## src/rtl/srvd_pkg.sv

```systemverilog
// Package for the sparse row times dense vector block.
// Holds field widths, codes, the queue item type and default sizes.
// No dependencies.
package srvd_pkg;

    localparam int COL_W            = 10;
    localparam int VAL_W            = 32;
    localparam int ACC_W            = 64;
    localparam int VECTOR_DEPTH_DEF = 1024;
    localparam int QUEUE_DEPTH_DEF  = 4;
    localparam int CFG_IDX_W        = 1;

    localparam logic [VAL_W-1:0] ONE_Q16 = 32'h0001_0000;

    typedef enum logic
    {
        OP_LOAD = 1'b0,
        OP_ROW  = 1'b1
    } opcode_t;

    localparam logic [CFG_IDX_W-1:0] CFG_SUM_ONLY  = 1'b0;
    localparam logic [CFG_IDX_W-1:0] CFG_SKIP_DERV = 1'b1;

    // One classified row element on its way from the front to the back.
    typedef struct packed
    {
        logic [VAL_W-1:0] value;
        logic [VAL_W-1:0] vec;
        logic             sum_only;
        logic             skip_derv;
        logic             last;
    } srvd_item_t;

endpackage

```

## src/rtl/srvd_back.sv

```systemverilog
// Back end: product stage, saturating Q32.32 accumulator and output register.
// Depends on srvd_pkg.
module srvd_back (
    input  logic                       clk,
    input  logic                       rst_n,
    input  logic                       q_not_empty,
    input  srvd_pkg::srvd_item_t       q_item,
    output logic                       pop,
    output logic                       out_valid,
    input  logic                       out_ready,
    output logic [srvd_pkg::VAL_W-1:0] out_mder,
    output logic [srvd_pkg::VAL_W-1:0] out_vder,
    output logic [srvd_pkg::ACC_W-1:0] out_row_sum,
    output logic                       out_row_done
);
    import srvd_pkg::*;

    logic                    s1_valid_reg;
    logic signed [ACC_W-1:0] s1_term_reg;
    logic [VAL_W-1:0]        s1_mder_reg;
    logic [VAL_W-1:0]        s1_vder_reg;
    logic                    s1_last_reg;
    logic                    s1_emit_reg;

    logic [ACC_W-1:0]        acc_reg;
    logic [ACC_W-1:0]        acc_next;
    logic [ACC_W-1:0]        acc_raw;
    logic                    out_valid_reg;
    logic [VAL_W-1:0]        out_mder_reg;
    logic [VAL_W-1:0]        out_vder_reg;
    logic [ACC_W-1:0]        out_row_sum_reg;
    logic                    out_row_done_reg;

    logic                    s1_advance;
    logic signed [VAL_W-1:0] mul_a;
    logic signed [VAL_W-1:0] mul_b;
    logic signed [ACC_W-1:0] product;
    logic signed [ACC_W-1:0] widened;

    // A result-free element never waits on the output register.
    assign s1_advance = s1_valid_reg && (!s1_emit_reg || !out_valid_reg || out_ready);
    assign pop        = q_not_empty && (!s1_valid_reg || s1_advance);

    assign mul_a   = q_item.value;
    assign mul_b   = q_item.vec;
    assign product = mul_a * mul_b;
    assign widened = {{(ACC_W - VAL_W - 16){q_item.value[VAL_W-1]}}, q_item.value, 16'h0000};

    always_ff @(posedge clk or negedge rst_n)
    begin
        if (!rst_n)
        begin
            s1_valid_reg <= 1'b0;
        end
        else if (pop)
        begin
            s1_valid_reg <= 1'b1;
        end
        else if (s1_advance)
        begin
            s1_valid_reg <= 1'b0;
        end
    end

    always_ff @(posedge clk)
    begin
        if (pop)
        begin
            s1_term_reg <= q_item.sum_only ? widened : product;
            s1_last_reg <= q_item.last;
            s1_emit_reg <= !q_item.skip_derv || q_item.last;
            if (q_item.skip_derv)
            begin
                s1_mder_reg <= '0;
                s1_vder_reg <= '0;
            end
            else if (q_item.sum_only)
            begin
                s1_mder_reg <= ONE_Q16;
                s1_vder_reg <= '0;
            end
            else
            begin
                s1_mder_reg <= q_item.vec;
                s1_vder_reg <= q_item.value;
            end
        end
    end

    // Overflow only when both addends share a sign that the sum lost.
    always_comb
    begin
        acc_raw  = acc_reg + s1_term_reg;
        acc_next = acc_raw;
        if ((acc_reg[ACC_W-1] == s1_term_reg[ACC_W-1]) &&
            (acc_raw[ACC_W-1] != acc_reg[ACC_W-1]))
        begin
            acc_next = acc_reg[ACC_W-1] ? {1'b1, {(ACC_W - 1){1'b0}}}
                                        : {1'b0, {(ACC_W - 1){1'b1}}};
        end
    end

    always_ff @(posedge clk or negedge rst_n)
    begin
        if (!rst_n)
        begin
            acc_reg       <= '0;
            out_valid_reg <= 1'b0;
        end
        else
        begin
            if (s1_advance)
            begin
                acc_reg <= s1_last_reg ? '0 : acc_next;
            end
            if (s1_advance && s1_emit_reg)
            begin
                out_valid_reg <= 1'b1;
            end
            else if (out_ready)
            begin
                out_valid_reg <= 1'b0;
            end
        end
    end

    always_ff @(posedge clk)
    begin
        if (s1_advance && s1_emit_reg)
        begin
            out_mder_reg     <= s1_mder_reg;
            out_vder_reg     <= s1_vder_reg;
            out_row_sum_reg  <= s1_last_reg ? acc_next : '0;
            out_row_done_reg <= s1_last_reg;
        end
    end

    assign out_valid    = out_valid_reg;
    assign out_mder     = out_mder_reg;
    assign out_vder     = out_vder_reg;
    assign out_row_sum  = out_row_sum_reg;
    assign out_row_done = out_row_done_reg;

    a_clear_after_last: assert property (@(posedge clk) disable iff (!rst_n)
        (s1_advance && s1_last_reg) |=> (acc_reg == '0))
        else $error("accumulator not cleared after the last element");
    a_sum_only_on_done: assert property (@(posedge clk) disable iff (!rst_n)
        (out_valid_reg && !out_row_done_reg) |-> (out_row_sum_reg == '0))
        else $error("row sum shown on a result that does not close the row");
    a_no_overwrite: assert property (@(posedge clk) disable iff (!rst_n)
        (out_valid_reg && !out_ready) |-> !(s1_advance && s1_emit_reg))
        else $error("pending result overwritten");

endmodule
```

## config.mk

```make
export PLATFORM = sky130hd
export DESIGN_NAME = srvd_back
export DESIGN_NICKNAME = d
export VERILOG_FILES = /design/src/rtl/srvd_pkg.sv /design/src/rtl/srvd_back.sv
export SDC_FILE = /design/constraint.sdc
export NUM_CORES = 2
export LEC_CHECK = 0
export BUFFER_PORTS_ARGS = -buffer_cell sky130_fd_sc_hd__buf_2
export CELL_PAD_IN_SITES_DETAIL_PLACEMENT = 2
export CELL_PAD_IN_SITES_GLOBAL_PLACEMENT = 2
export CORE_ASPECT_RATIO = 1.25
export CORE_MARGIN = 5
export CORE_UTILIZATION = 32
export CTS_BUF_LIST = sky130_fd_sc_hd__clkbuf_4 sky130_fd_sc_hd__clkbuf_8
export DETAILED_ROUTE_END_ITERATION = 6
export GPL_TIMING_DRIVEN = 0
export HOLD_SLACK_MARGIN = 0.1
export MAX_ROUTING_LAYER = met4
export PLACE_DENSITY_LB_ADDON = 0.1
export SLEW_MARGIN = 10
export SYNTH_ARGS = -nofsm -noshare
export SYNTH_HDL_FRONTEND = slang
export SYNTH_SLANG_ARGS = --single-unit
```

## constraint.sdc

```tcl
create_clock -name clk -period 5.4 [get_ports clk]
set_clock_uncertainty 0.2 [all_clocks]
set_input_delay 0.54 -clock clk [delete_from_list [all_inputs] [get_ports clk]]
set_output_delay 0.54 -clock clk [all_outputs]
set_load 0.03 [all_outputs]
```

==> impl_table.tex <==
\begin{tabular}{lr}
\hline
Metric & Value \\
\hline
\multicolumn{2}{l}{\textbf{Global route}} \\
Initial antenna violation count & 51 \\
Global router's overall resource usage & 29.1\% \\
Maximum number of pins on one net before global-route repair & 60 \\
First-pass GRT wire length & 339000 um \\
Number of global-route vias before repair & 46000 \\
Overflow left after global routing & 0 \\
\multicolumn{2}{l}{\textbf{Run status}} \\
Violated checks & negative setup slack \\
Outcome & finished with violations \\
\multicolumn{2}{l}{\textbf{Setup path}} \\
Critical register-to-register path startpoint & s1\_term\_reg[1] \\
Worst R2R Setup Slack & 410 ps \\
Type of the worst setup path & in -> reg \\
Critical path's largest stage delay & 640 ps \\
Startpoint kind of the worst setup timing path & primary input \\
Crit. End Element & register \\
Slowest library cell on the worst path & fa\_2 \\
Most common cell on crit path & fa\_2 \\
Endpoint of the worst-slack reg-to-reg timing path & out\_row\_sum[61] \\
Endpoint arrival time on the critical path & 8300 ps \\
Required time at the endpoint of the critical path & 5600 ps \\
Depth of the worst register-to-register path & 12 \\
Worst-path fanout max & 7 \\
\multicolumn{2}{l}{\textbf{Detailed routing}} \\
Iteration count of the initial detailed-routing pass & 5 \\
Average vias per placed instance & 5.10 \\
Detailed Route Iter0 Violations & 2458 \\
Overall via count from detail\_route & 39900 \\
Detailed Route WL & roughly 240000 um \\
Number of nets with antenna violations after routing & 0 \\
Detailed-route DRC error count & 0 \\
Drt wl/cell & 30.7 um \\
\multicolumn{2}{l}{\textbf{Logic synthesis}} \\
Share of synthesized area occupied by flip-flops and latches & 18.4\% \\
Avg Inst Size Synth & 9.91 um2 \\
FF+latch count, synth & 325 \\
Most numerous cell types in the synthesized netlist & fa\_1, inv\_1, nand2\_1 \\
Syn\_nets & 6576 \\
Top cell type by total area after synthesis & fa\_1 \\
Number of instances in the synthesized netlist & 5175 \\
Number of distinct standard cells referenced by the synthesized netlist & 76 \\
Most common cell in the netlist & fa\_1 \\
Dominant synthesized flop cell & edfxtp\_1 \\
Number of enable-type register cells in the synthesized netlist & 259 \\
Cell area after synthesis & 0.0513 mm2 \\
Asr flop ratio synth & 20.3\% \\
Area share of the largest cell type after synthesis & 42.3\% \\
Synth area leaders & fa\_1, edfxtp\_1, and2\_1 \\
Synthesis Warnings & 0 \\
\multicolumn{2}{l}{\textbf{Timing}} \\
Final Cycle Share & 150\% \\
Shortest clock period the worst path allows after layout & 8100 ps \\
Post-route worst setup slack & -2700 ps \\
Max-slew headroom at the worst pin & 16.3\% \\
Max Transition Viols Final & 0 \\
Transition time at the pin with the least slew margin & 1260 ps \\
Hold Fails Final Rpt & 0 \\
Unrepaired setup endpoints after global routing & true \\
Maximum clock frequency & 123 MHz \\
Number of endpoints failing setup at the final stage & between 50 and 60 \\
\multicolumn{2}{l}{\textbf{Layout}} \\
Area added between synthesis and finish & 23.4\% \\
Number of filler cells placed in the layout & about 17000 \\
Fraction of final layout cells sized beyond drive strength 1 & 19.1\% \\
Cell Count, Final, Fillers Out & 7815 \\
Number of nets in the finished design & 7068 \\
\multicolumn{2}{l}{\textbf{Min path}} \\
Path class of the lowest-slack min-delay path & in -> reg \\
Hold path startpoint & q\_item[61] \\
Worst Hold Endpoint & s1\_vder\_reg[26] \\
Hold Crit Depth & 2 \\
\multicolumn{2}{l}{\textbf{Clock network}} \\
Deepest level of the CTS H-tree & 2 \\
Clock Path Buffers & 3 \\
Number of clock sinks seen by CTS & roughly 330 \\
Clk pin slew, worst setup/hold paths & 60 ps \\
Clock insertion delay at the later pin of the skew report & 680 ps \\
CTS root buf & clkbuf\_8 \\
CTS buffer count & 51 \\
Clock tree from TritonCTS & built \\
\multicolumn{2}{l}{\textbf{Placed design}} \\
HPWL Detailed & 188000 um \\
Port-buffer cells & about 200 \\
Final weighted congestion in routability-driven placement & about 0.95 \\
Dpl cells & 7454 \\
\multicolumn{2}{l}{\textbf{Floorplanning}} \\
Number of top-level design ports & 202 \\
Core region area & 0.160 mm2 \\
Die span in x & 368 um \\
Die area & 0.168 mm2 \\
Cell row count & 164 \\
Initial standard-cell utilization of the core & 32.1\% \\
Vertical die dimension & 458 um \\
\multicolumn{2}{l}{\textbf{Run}} \\
Number of maximum-capacitance violations & 0 \\
\hline
\end{tabular}
critical path: cells and delay by family:
family	cells	cell delay [ps]
simple gates	3	560
buf+inv	6	750
fa+ha+maj	9	4190
compound gates	8	1900
xor+xnor	1	320
worst max-delay path by stage:
| stage | end | from | slack, ps | cells past startpoint |
|---|---|---|---|---|
| 6_report | s1_term_reg[55] | q_item[45] | -2700 | 27 |
| 5_1_grt | s1_term_reg[55] | q_item[66] | -2800 | 28 |
| 4_1_cts | s1_term_reg[61] | q_item[4] | -2630 | 26 |
| 3_5_place_dp | s1_term_reg[63] | q_item[3] | -5290 | 25 |
| 3_3_place_gp | s1_term_reg[63] | q_item[15] | -5450 | 24 |
| 2_1_floorplan | s1_term_reg[63] | q_item[66] | -2670 | 26 |
layer usage:
layer	GRT usage [%]	part of all wire (%)	up-vias	wire [um]
li1	-	-	16800	-
met4	11.1	5.5	0	13100
met3	2.70	5.1	355	12200
met1	35.7	40	21700	96000
met2	50.0	49	1101	119000
met5	-	0	-	0
metrics by stage:
stage	TNS [ps]	util (%)	setup WS (ps)	hold WS [ps]	cell area, um2
2_1_floorplan	-80850	-	-2670	44.4	52100
3_3_place_gp	-392390	34.9	-5450	201	55700
3_5_place_dp	-192770	35.0	-5290	208	55900
4_1_cts	-89380	38.6	-2630	102	61700
5_1_grt	-102330	39.6	-2800	103	63300
6_report	-95620	39.6	-2700	145	63300
cell families after synthesis:
logic type	synth area share, %
adder cells (fa/ha/maj)	48.3
XOR/XNOR	2.10
flip-flops	18.4
AO/OA/AOI/OAI	6.66
AND/OR/NAND/NOR	15.3
buffers and inverters	9.16
multiplexers	0.0976
cell usage in the layout, fill, tap and decap left out, types with 32 or more instances in the layout:
master     netlist  routed
fa_1          1083     988
inv_1          969     941
nand2_1        662     640
and2_1         592     561
edfxtp_1       259     259
ha_1           247     202
nor2_1         210     200
buf_4            3     187
buf_2           10     153
o21ai_0        167     117
a21oi_1        139     108
fa_2             0      95
clkbuf_8         0      92
buf_6            0      89
clkbuf_16        0      74
dfrtp_1         66      66
xnor2_1         81      65
a21o_1          61      61
clkbuf_1       250      51
o21ai_1         14      47
ha_4             0      40
buf_8            0      37
xor2_1          42      37
clkbuf_4         0      34
nand4_1         32      32
area by class of cell:
class                      instances  area [um2]  share of cell area [%]
tap                             2075        2600                    4.10
multi-input combinational       3605       38900                    61.5
timing repair buffer             451        3860                    6.10
inverter                         970        3670                    5.80
clock buffer                      74         912                    1.44
sequential                       325        9430                    14.9
antenna                           30        75.1                   0.119
buffer                           263        3540                    5.59
clock inverter                    22         287                   0.453
what timing repair did:
action                                 CTS  global route
setup endpoints to repair               56            55
buffers inserted                       159            82
cloned                                   1             0
hold buffers                            19             2
endpoints found under the hold margin   85             2
gates resized for setup                723           331
pin swaps                              116           158
Power is left out: the tool's default activity adds up to more than one toggle a clock period on the data nets, which glitch-free logic cannot reach.
