### src/rtl/srvd_pkg.sv
// Package for the sparse row times dense vector block.
// Holds field widths, codes, the queue item type and default sizes.
// No dependencies.
package srvd_pkg;

    localparam int COL_W            = 10;
    localparam int VAL_W            = 32;
    localparam int ACC_W            = 64;
    localparam int VECTOR_DEPTH_DEF = 1024;
    localparam int QUEUE_DEPTH_DEF  = 4;
    localparam int CFG_IDX_W        = 1;

    localparam logic [VAL_W-1:0] ONE_Q16 = 32'h0001_0000;

    typedef enum logic
    {
        OP_LOAD = 1'b0,
        OP_ROW  = 1'b1
    } opcode_t;

    localparam logic [CFG_IDX_W-1:0] CFG_SUM_ONLY  = 1'b0;
    localparam logic [CFG_IDX_W-1:0] CFG_SKIP_DERV = 1'b1;

    // One classified row element on its way from the front to the back.
    typedef struct packed
    {
        logic [VAL_W-1:0] value;
        logic [VAL_W-1:0] vec;
        logic             sum_only;
        logic             skip_derv;
        logic             last;
    } srvd_item_t;

endpackage

### src/rtl/srvd_queue.sv
// Short queue of classified row elements between the front and the back.
// Depends on srvd_pkg.
module srvd_queue #(
    parameter int DEPTH = 4
) (
    input  logic                 clk,
    input  logic                 rst_n,
    input  logic                 push,
    input  srvd_pkg::srvd_item_t push_item,
    output logic                 full,
    input  logic                 pop,
    output logic                 not_empty,
    output srvd_pkg::srvd_item_t head_item
);
    import srvd_pkg::*;

    localparam int PW = (DEPTH > 1) ? $clog2(DEPTH) : 1;
    localparam int CW = $clog2(DEPTH + 1);

    srvd_item_t     slots [DEPTH];
    logic [PW-1:0]  wr_ptr_reg;
    logic [PW-1:0]  rd_ptr_reg;
    logic [CW-1:0]  count_reg;
    logic [CW-1:0]  count_next;

    assign full      = (count_reg == CW'(DEPTH));
    assign not_empty = (count_reg != '0);
    assign head_item = slots[rd_ptr_reg];

    always_comb
    begin
        count_next = count_reg;
        if (push && !pop)
        begin
            count_next = count_reg + 1'b1;
        end
        else if (pop && !push)
        begin
            count_next = count_reg - 1'b1;
        end
    end

    always_ff @(posedge clk)
    begin
        if (push)
        begin
            slots[wr_ptr_reg] <= push_item;
        end
    end

    always_ff @(posedge clk or negedge rst_n)
    begin
        if (!rst_n)
        begin
            wr_ptr_reg <= '0;
            rd_ptr_reg <= '0;
            count_reg  <= '0;
        end
        else
        begin
            count_reg <= count_next;
            if (push)
            begin
                wr_ptr_reg <= (wr_ptr_reg == PW'(DEPTH - 1)) ? '0 : wr_ptr_reg + 1'b1;
            end
            if (pop)
            begin
                rd_ptr_reg <= (rd_ptr_reg == PW'(DEPTH - 1)) ? '0 : rd_ptr_reg + 1'b1;
            end
        end
    end

    a_no_overflow: assert property (@(posedge clk) disable iff (!rst_n) push |-> !full)
        else $error("queue written while full");
    a_no_underflow: assert property (@(posedge clk) disable iff (!rst_n) pop |-> not_empty)
        else $error("queue read while empty");
    a_count_bound: assert property (@(posedge clk) disable iff (!rst_n)
        count_reg <= CW'(DEPTH))
        else $error("queue count beyond depth");

endmodule

### config.mk
export PLATFORM = sky130hd
export DESIGN_NAME = srvd_queue
export DESIGN_NICKNAME = d
export VERILOG_FILES = /design/src/rtl/srvd_pkg.sv /design/src/rtl/srvd_queue.sv
export SDC_FILE = /design/constraint.sdc
export NUM_CORES = 1
export LEC_CHECK = 0
export ABC_AREA = 1
export BUFFER_PORTS_ARGS = -buffer_cell sky130_fd_sc_hd__buf_4
export CAP_MARGIN = 20
export CORE_AREA = 4 4 132 166
export CTS_CLUSTER_SIZE = 12
export DETAILED_ROUTE_END_ITERATION = 10
export DIE_AREA = 0 0 136 170
export PLACE_DENSITY = 0.75
export SLEW_MARGIN = 0
export SYNTH_ARGS = -nofsm -noshare
export SYNTH_HDL_FRONTEND = slang
export SYNTH_SLANG_ARGS = --single-unit
### constraint.sdc
create_clock -name clk -period 6 [get_ports clk]
set_clock_uncertainty 0.15 [all_clocks]
set_input_delay 0 -clock clk [delete_from_list [all_inputs] [get_ports clk]]
set_output_delay 0 -clock clk [all_outputs]
set_load 0.05 [all_outputs]
==> flow_summary_export.csv, run 1 <==
group,metric,value,unit
clock_network,clk_pin_slew_worst_paths,60,ps
logic_synthesis,syn_avg_cell_area,13.17,µm²
floorplanning,rows,59,
logic_synthesis,synth.most_common_cell,"edfxtp_1",
clock_network,tritoncts,"done",
drt,wirelength,21250,µm
logic_synthesis,synth_cell_types,19,
clock_network,insertion_delay,520,ps
layout,nets,1116,
global_routing,antenna_found_initial,2,
logic_synthesis,ys_warn_count,0,
drt,firstDrtPassIters,4,
drt,via_count,6654,
sta,finalSetupViolCount,0,
layout,multi_input_comb_area,1972,µm²
global_routing,grt_overflow_total,0,
drt,viasPerCell,4.984,
critical_path,worst-path-max-fanout,69,
layout,drive_gt1_frac,0.1774,
logic_synthesis,yosysTopAreaCell,"edfxtp_1",
logic_synthesis,ys.flop_type,"edfxtp_1",
sta,tightest_slew,881.3,ps
layout,n_fill_cell,1446,
logic_synthesis,syn_nets,913,
sta,slew_headroom,0.4125,
clock_network,cts_made_buffers,28,
sta,rsz0062_at_grt,"false",
sta,drv_slew,0,
pwr,ir_worst_vdd,395.7,µV
logic_synthesis,synth_common_cells,"268 x edfxtp_1, 217 x nand2_1, 145 x inv_1",
hold_path,min_delay_path_depth,2,
critical_path,required,5850,ps
drt,drc,0,
clock_network,post_cts_buffers,0,
floorplanning,dieArea,23120,µm²
critical_path,slowest_delay,670,ps
drt,avgRoutedWirePerCell,15.92,µm
critical_path,critPathLaunchType,"register",
placement,portBuffers,139,
logic_synthesis,ys_async_sr_fraction,0.02545,
sta,period_minus_slack,3126,ps
floorplanning,fp.coreArea,20450,µm²
hold_path,min_path_type,"in2reg",
sta,fmax,319.9,MHz
logic_synthesis,yosysSeqAreaShare,0.7480,
critical_path,rrSetupSlack,3650,ps
logic_synthesis,synth-seq-cells,275,
logic_synthesis,synth_edf_count,268,
pwr,p_leak,5.591,nW
global_routing,grt_pass1_vias,6672,
drt,postRouteAntennaNets,0,
logic_synthesis,syn_area,10990,µm²
critical_path,r2r.worst_path.cells,4,
critical_path,cpMostUsedCell,"buf_4",
sta,tns,0,ps
placement,gp_congestion,0.7826,
pwr,total_power,0.007135,W
status,status,"finished clean",
global_routing,grt_use_total,0.1848,
clock_network,cts-root-buf,"clkbuf_16",
critical_path,critical_path.cell_chain,"buf_4 -> inv_2 -> buf_4 -> o211ai_1 -> nand2_1 -> buf_4",
clock_network,htree_levels,1,
logic_synthesis,synth.area.top_cells,"edfxtp_1 73%, o211ai_1 9.2%, nand2_1 7.4%, inv_1 5.0%, dfrtp_1 1.6%",
critical_path,crit_type,"reg2out",
global_routing,grt_max_degree,153,
logic_synthesis,syn_inst,835,
flow_run,drv_cap,0,
sta,finalCritPeriodShare,0.5210,
floorplanning,initial_core_util,0.5376,
placement,dp_hpwl,11540,µm
floorplanning,fp.dieH,170,µm
global_routing,grt_pass1_wl,33550,µm
floorplanning,die_w,136,µm
critical_path,arrival,2980,ps
pwr,p_per_area,517.8,nW/µm²
logic_synthesis,netlist.area_leader.share,0.7321,
floorplanning,ios,140,
clock_network,cts.sinks,275,
critical_path,cpMaxStageDelayCell,"buf_4",
sta,hold_viol,0,
drt,dr.first_iter.drc_count,336,
layout,synthToLayoutAreaGrowth,25.36,%
layout,regArea,8224,µm²
clock_network,clock_path_buffers,3,
critical_path,endpoint_kind,"primary output",
layout,largest_reg_flops,268,
[layer usage]
metal	share of wire	up-vias	GRT usage
met2	0.54	152	0.3492
met3	0.046	41	0.02927
li1	-	3316	-
met4	0.023	2	0.05612
met1	0.39	3143	0.2141
met5	0.00033	-	0
[worst paths after layout]
| kind | start | to |
|---|---|---|
| max | rd_ptr_reg[1] | head_item[26] |
| min | push_item[52] | slots[1][52] |
| max reg2reg | rd_ptr_reg[1] | rd_ptr_reg[1] |
| min reg2reg | count_reg[2] | count_reg[2] |
| max in group asynchronous | rst_n | rd_ptr_reg[1] |
| min in group asynchronous | rst_n | count_reg[1] |
[layout by cell type, fill, tap and decap left out, drive strengths merged]
cell,count
xnor2,1
nor2,3
nand3,1
o21ai,4
nand2,217
inv,144
edfxtp,268
o211ai,134
clkinv,5
clkbuf,50
nand4,1
dfrtp,7
ha,6
dlygate4sd3,71
diode,1
fa,1
buf,146
nor3,1
[worst max-delay path: cells and delay by family, from the launching register on]
family / cells / cell delay, ps
AOI/OAI and AO/OA: 1 / 190
buffers and inverters: 4 / 1740
DFF: 1 / 330
and+or+nand+nor: 1 / 130
[metrics by stage]
step           worst slack (ps)  area (µm²)  utilization  hold WS [ps]  std cells
6_report                   2874       13780       0.6739         66.66       1335
5_1_grt                    2666       13780       0.6739         60.28       1335
4_1_cts                    2849       13780       0.6738         41.84       1334
3_5_place_dp               3377       12210       0.5971        -324.9       1211
3_3_place_gp               3410       12210       0.5971        -324.3       1211
2_1_floorplan              3467       10990            -        -445.6        835
[cell families (layout without fill, tap and decap cells)]
logic type                 Yosys count  count (layout)  synth area share
other                                0               1                 0
adders and majority gates            7               7          0.008650
xor gates and xnor gates             1               1         0.0007969
DFF                                275             275            0.7480
and+or+nand+nor                    223             223           0.07660
buffers and inverters              191             416           0.07262
AOI/OAI and AO/OA                  138             138           0.09333
[where the power goes]
part	internal, W	total [W]	switching, W
clock	0.000944	0.00160	0.000656
combinational	0.000801	0.00299	0.00219
sequential	0.00247	0.00255	0.0000808
[area by class of cell]
class | instances | share of cell area
tap | 274 | 0.02488
clock inverter | 2 | 0.0009987
sequential | 275 | 0.5968
inverter | 147 | 0.04077
timing repair buffer | 217 | 0.1320
multi-input combinational | 369 | 0.1431
antenna | 1 | 0.0001816
clock buffer | 50 | 0.06129
[what timing repair did]
action	CTS	global route
resized for setup	0	0
endpoints found under the hold margin	296	0
hold buffers	71	0
(Power assumes the default switching activity.)
==> inputs of run 2 (changes only) <==
Settings changed: ABC_AREA 1 to 0, CORE_AREA 4 4 132 166 to 4 4 127 159, DIE_AREA 0 0 136 170 to 0 0 131 163, PLACE_DENSITY 0.75 to 0.76.
Clock period 6 ns to 3.1 ns, I/O delays scaled along.
==> run 2 against run 1 <==
  * Non-clock buffer count grew 1
  * Routed wire length fell by 10%
  * Die area decreased by 7.6%
  * Combinational power up 67%
  * Register-to-register slack lost 2600 ps
  * Highest routed layer is now met4
  * Sequential power rose by 110%
  * Critical path depth down 3
  * Flip-flop and latch count stayed put
  * Synthesized cell count shrank 54%
  * Synthesized area decreased by 8.2%
==> flow_summary_export.csv, run 2 <==
group,metric,value,unit
logic_synthesis,yosysTopAreaCell,"edfxtp_1",
logic_synthesis,synth.most_common_cell,"edfxtp_1",
floorplanning,die_w,131,µm
clock_network,htree_levels,1,
pwr,ir_worst_vdd,753.9,µV
placement,gp_congestion,0.7256,
global_routing,grt_pass1_wl,29080,µm
logic_synthesis,synth_edf_count,268,
layout,fin_util,0.6897,
sta,drv_slew,0,
floorplanning,rows,56,
placement,portBuffers,139,
layout,n_fill_cell,1125,
drt,postRouteAntennaNets,0,
layout,drive_gt1_frac,0.3987,
drt,firstDrtPassIters,4,
global_routing,grt_max_degree,70,
placement,dp.cells,751,
layout,final_common_cell,"edfxtp_1",
sta,tightest_slew,1009,ps
sta,finalCritPeriodShare,0.8677,
layout,regArea,8230,µm²
drt,viasPerCell,5.437,
logic_synthesis,syn_area,10090,µm²
critical_path,required,2950,ps
floorplanning,dieArea,21350,µm²
global_routing,grt_pass1_vias,5102,
layout,instances_no_fill,865,
floorplanning,initial_core_util,0.5396,
layout,fin_area,12900,µm²
sta,tns,0,ps
pwr,p_per_area,1017,nW/µm²
hold_path,min_path_type,"in2reg",
clock_network,insertion_delay,520,ps
hold_path,min-delay-start,"push_item[39]",
clock_network,cts_made_buffers,27,
logic_synthesis,ys_async_sr_fraction,0.02545,
sta,fmax,371.8,MHz
clock_network,cts-root-buf,"clkbuf_16",
layout,multi_input_comb_area,1742,µm²
pwr,p_leak,4.476,nW
logic_synthesis,ys_warn_count,0,
global_routing,grt_overflow_total,0,
clock_network,clock_path_buffers,3,
sta,period_minus_slack,2690,ps
layout,synthToLayoutAreaGrowth,27.83,%
drt,dr.first_iter.drc_count,361,
floorplanning,fp.coreArea,18710,µm²
logic_synthesis,synth_common_cells,"268 x edfxtp_1, 67 x mux4_2, 7 x dfrtp_1",
critical_path,critPathLaunchType,"register",
logic_synthesis,syn_nets,466,
floorplanning,ios,140,
logic_synthesis,synth-seq-cells,275,
critical_path,endpoint_kind,"primary output",
global_routing,grt_use_total,0.1816,
logic_synthesis,ys.flop_type,"edfxtp_1",
layout,nets,697,
global_routing,antenna_found_initial,1,
critical_path,crit_type,"reg2out",
drt,via_count,4703,
flow_run,drv_cap,0,
sta,rsz0062_at_grt,"false",
logic_synthesis,netlist.area_leader.share,0.7972,
critical_path,cp-startpoint,"rd_ptr_reg[0]",
status,status,"finished clean",
drt,avgRoutedWirePerCell,22.02,µm
sta,slew_headroom,0.3272,
drt,drc,0,
drt,wirelength,19040,µm
sta,hold_viol,0,
clock_network,clk_pin_slew_worst_paths,60,ps
critical_path,timing.rr.start,"rd_ptr_reg[1]",
logic_synthesis,syn_avg_cell_area,26.02,µm²
sta,finalSetupViolCount,0,
floorplanning,fp.dieH,163,µm
logic_synthesis,synth_cell_types,20,
layout,mostFrequentLayoutCells,"268 x edfxtp_1, 143 x buf_4, 71 x dlygate4sd3_1, 67 x mux4_2, 27 x clkbuf_16",
clock_network,cts.sinks,275,
critical_path,worst-path-max-fanout,29,
placement,dp_hpwl,11280,µm
logic_synthesis,yosysSeqAreaShare,0.8146,
clock_network,tritoncts,"done",
layout,largest_reg_flops,268,
placement,placed_cell_area,11430,µm²
critical_path,arrival,2540,ps
pwr,total_power,0.01313,W
logic_synthesis,syn_inst,388,
logic_synthesis,synth.area.top_cells,"edfxtp_1 80%, mux4_2 15%, dfrtp_1 1.7%, ha_1 0.74%, buf_12 0.40%",
==> run 2: worst paths after layout <==
path                            endpoint  slack [ps]  depth (start not counted)
max reg2reg                rd_ptr_reg[1]        1070                          2
max                        head_item[20]         410                          3
max in group asynchronous  rd_ptr_reg[1]        2180                          3
min reg2reg                 count_reg[2]         340                          1
min in group asynchronous  wr_ptr_reg[1]         320                          3
min                         slots[0][39]          70                          2
==> run 2: worst max-delay path, cell delays in order (launching register included) <==
cell and delay, ps:
dfrtp_4 830, buf_4 400, mux4_2 560, buf_4 210
==> run 2: metrics by stage <==
step | hold WS (ps) | setup slack (ps)
finish | 71.74 | 410.2
global route | 72.62 | 237.2
CTS | 56.36 | 333.8
detailed placement | -330.4 | 890.9
global placement | -335.4 | 929.4
floorplan | -445.6 | 321.6
==> run 2: logic make-up after synthesis <==
logic type      count (synthesis)  share of synthesized area
simple gates                   11                   0.005702
compound gates                  2                  0.0009916
xor+xnor                        3                   0.002603
mux                            70                     0.1528
buf+inv                        20                    0.01388
fa+ha+maj                       7                   0.009420
flops                         275                     0.8146
==> run 2: cell type report <==
class / count / area share
sequential: 275 / 0.6378
timing repair buffer: 218 / 0.1445
multi-input combinational: 93 / 0.1350
clock buffer: 40 / 0.05614
tap: 232 / 0.02250
clock inverter: 2 / 0.002715
inverter: 4 / 0.001164
antenna: 1 / 0.0001939
==> run 2: layer usage <==
metal,share of wire,GRT usage,up-vias
met5,0,0,-
met4,0.033,0.06548,0
met3,0.046,0.02986,49
met2,0.54,0.3087,133
met1,0.38,0.2373,2410
li1,-,-,2111
==> run 2: power by group <==
group	total, W	switching, W	internal, W
Combinational	0.00500	0.00313	0.00187
Clock	0.00289	0.00121	0.00167
Sequential	0.00524	0.000468	0.00477
Total	0.0131	0.00481	0.00832
==> run 2: timing repair <==
| action | in CTS | in global routing |
|---|---|---|
| setup buffers | 0 | 0 |
| resized for setup | 0 | 0 |
| hold buffers | 71 | 0 |
| hold endpoints to repair | 310 | 0 |
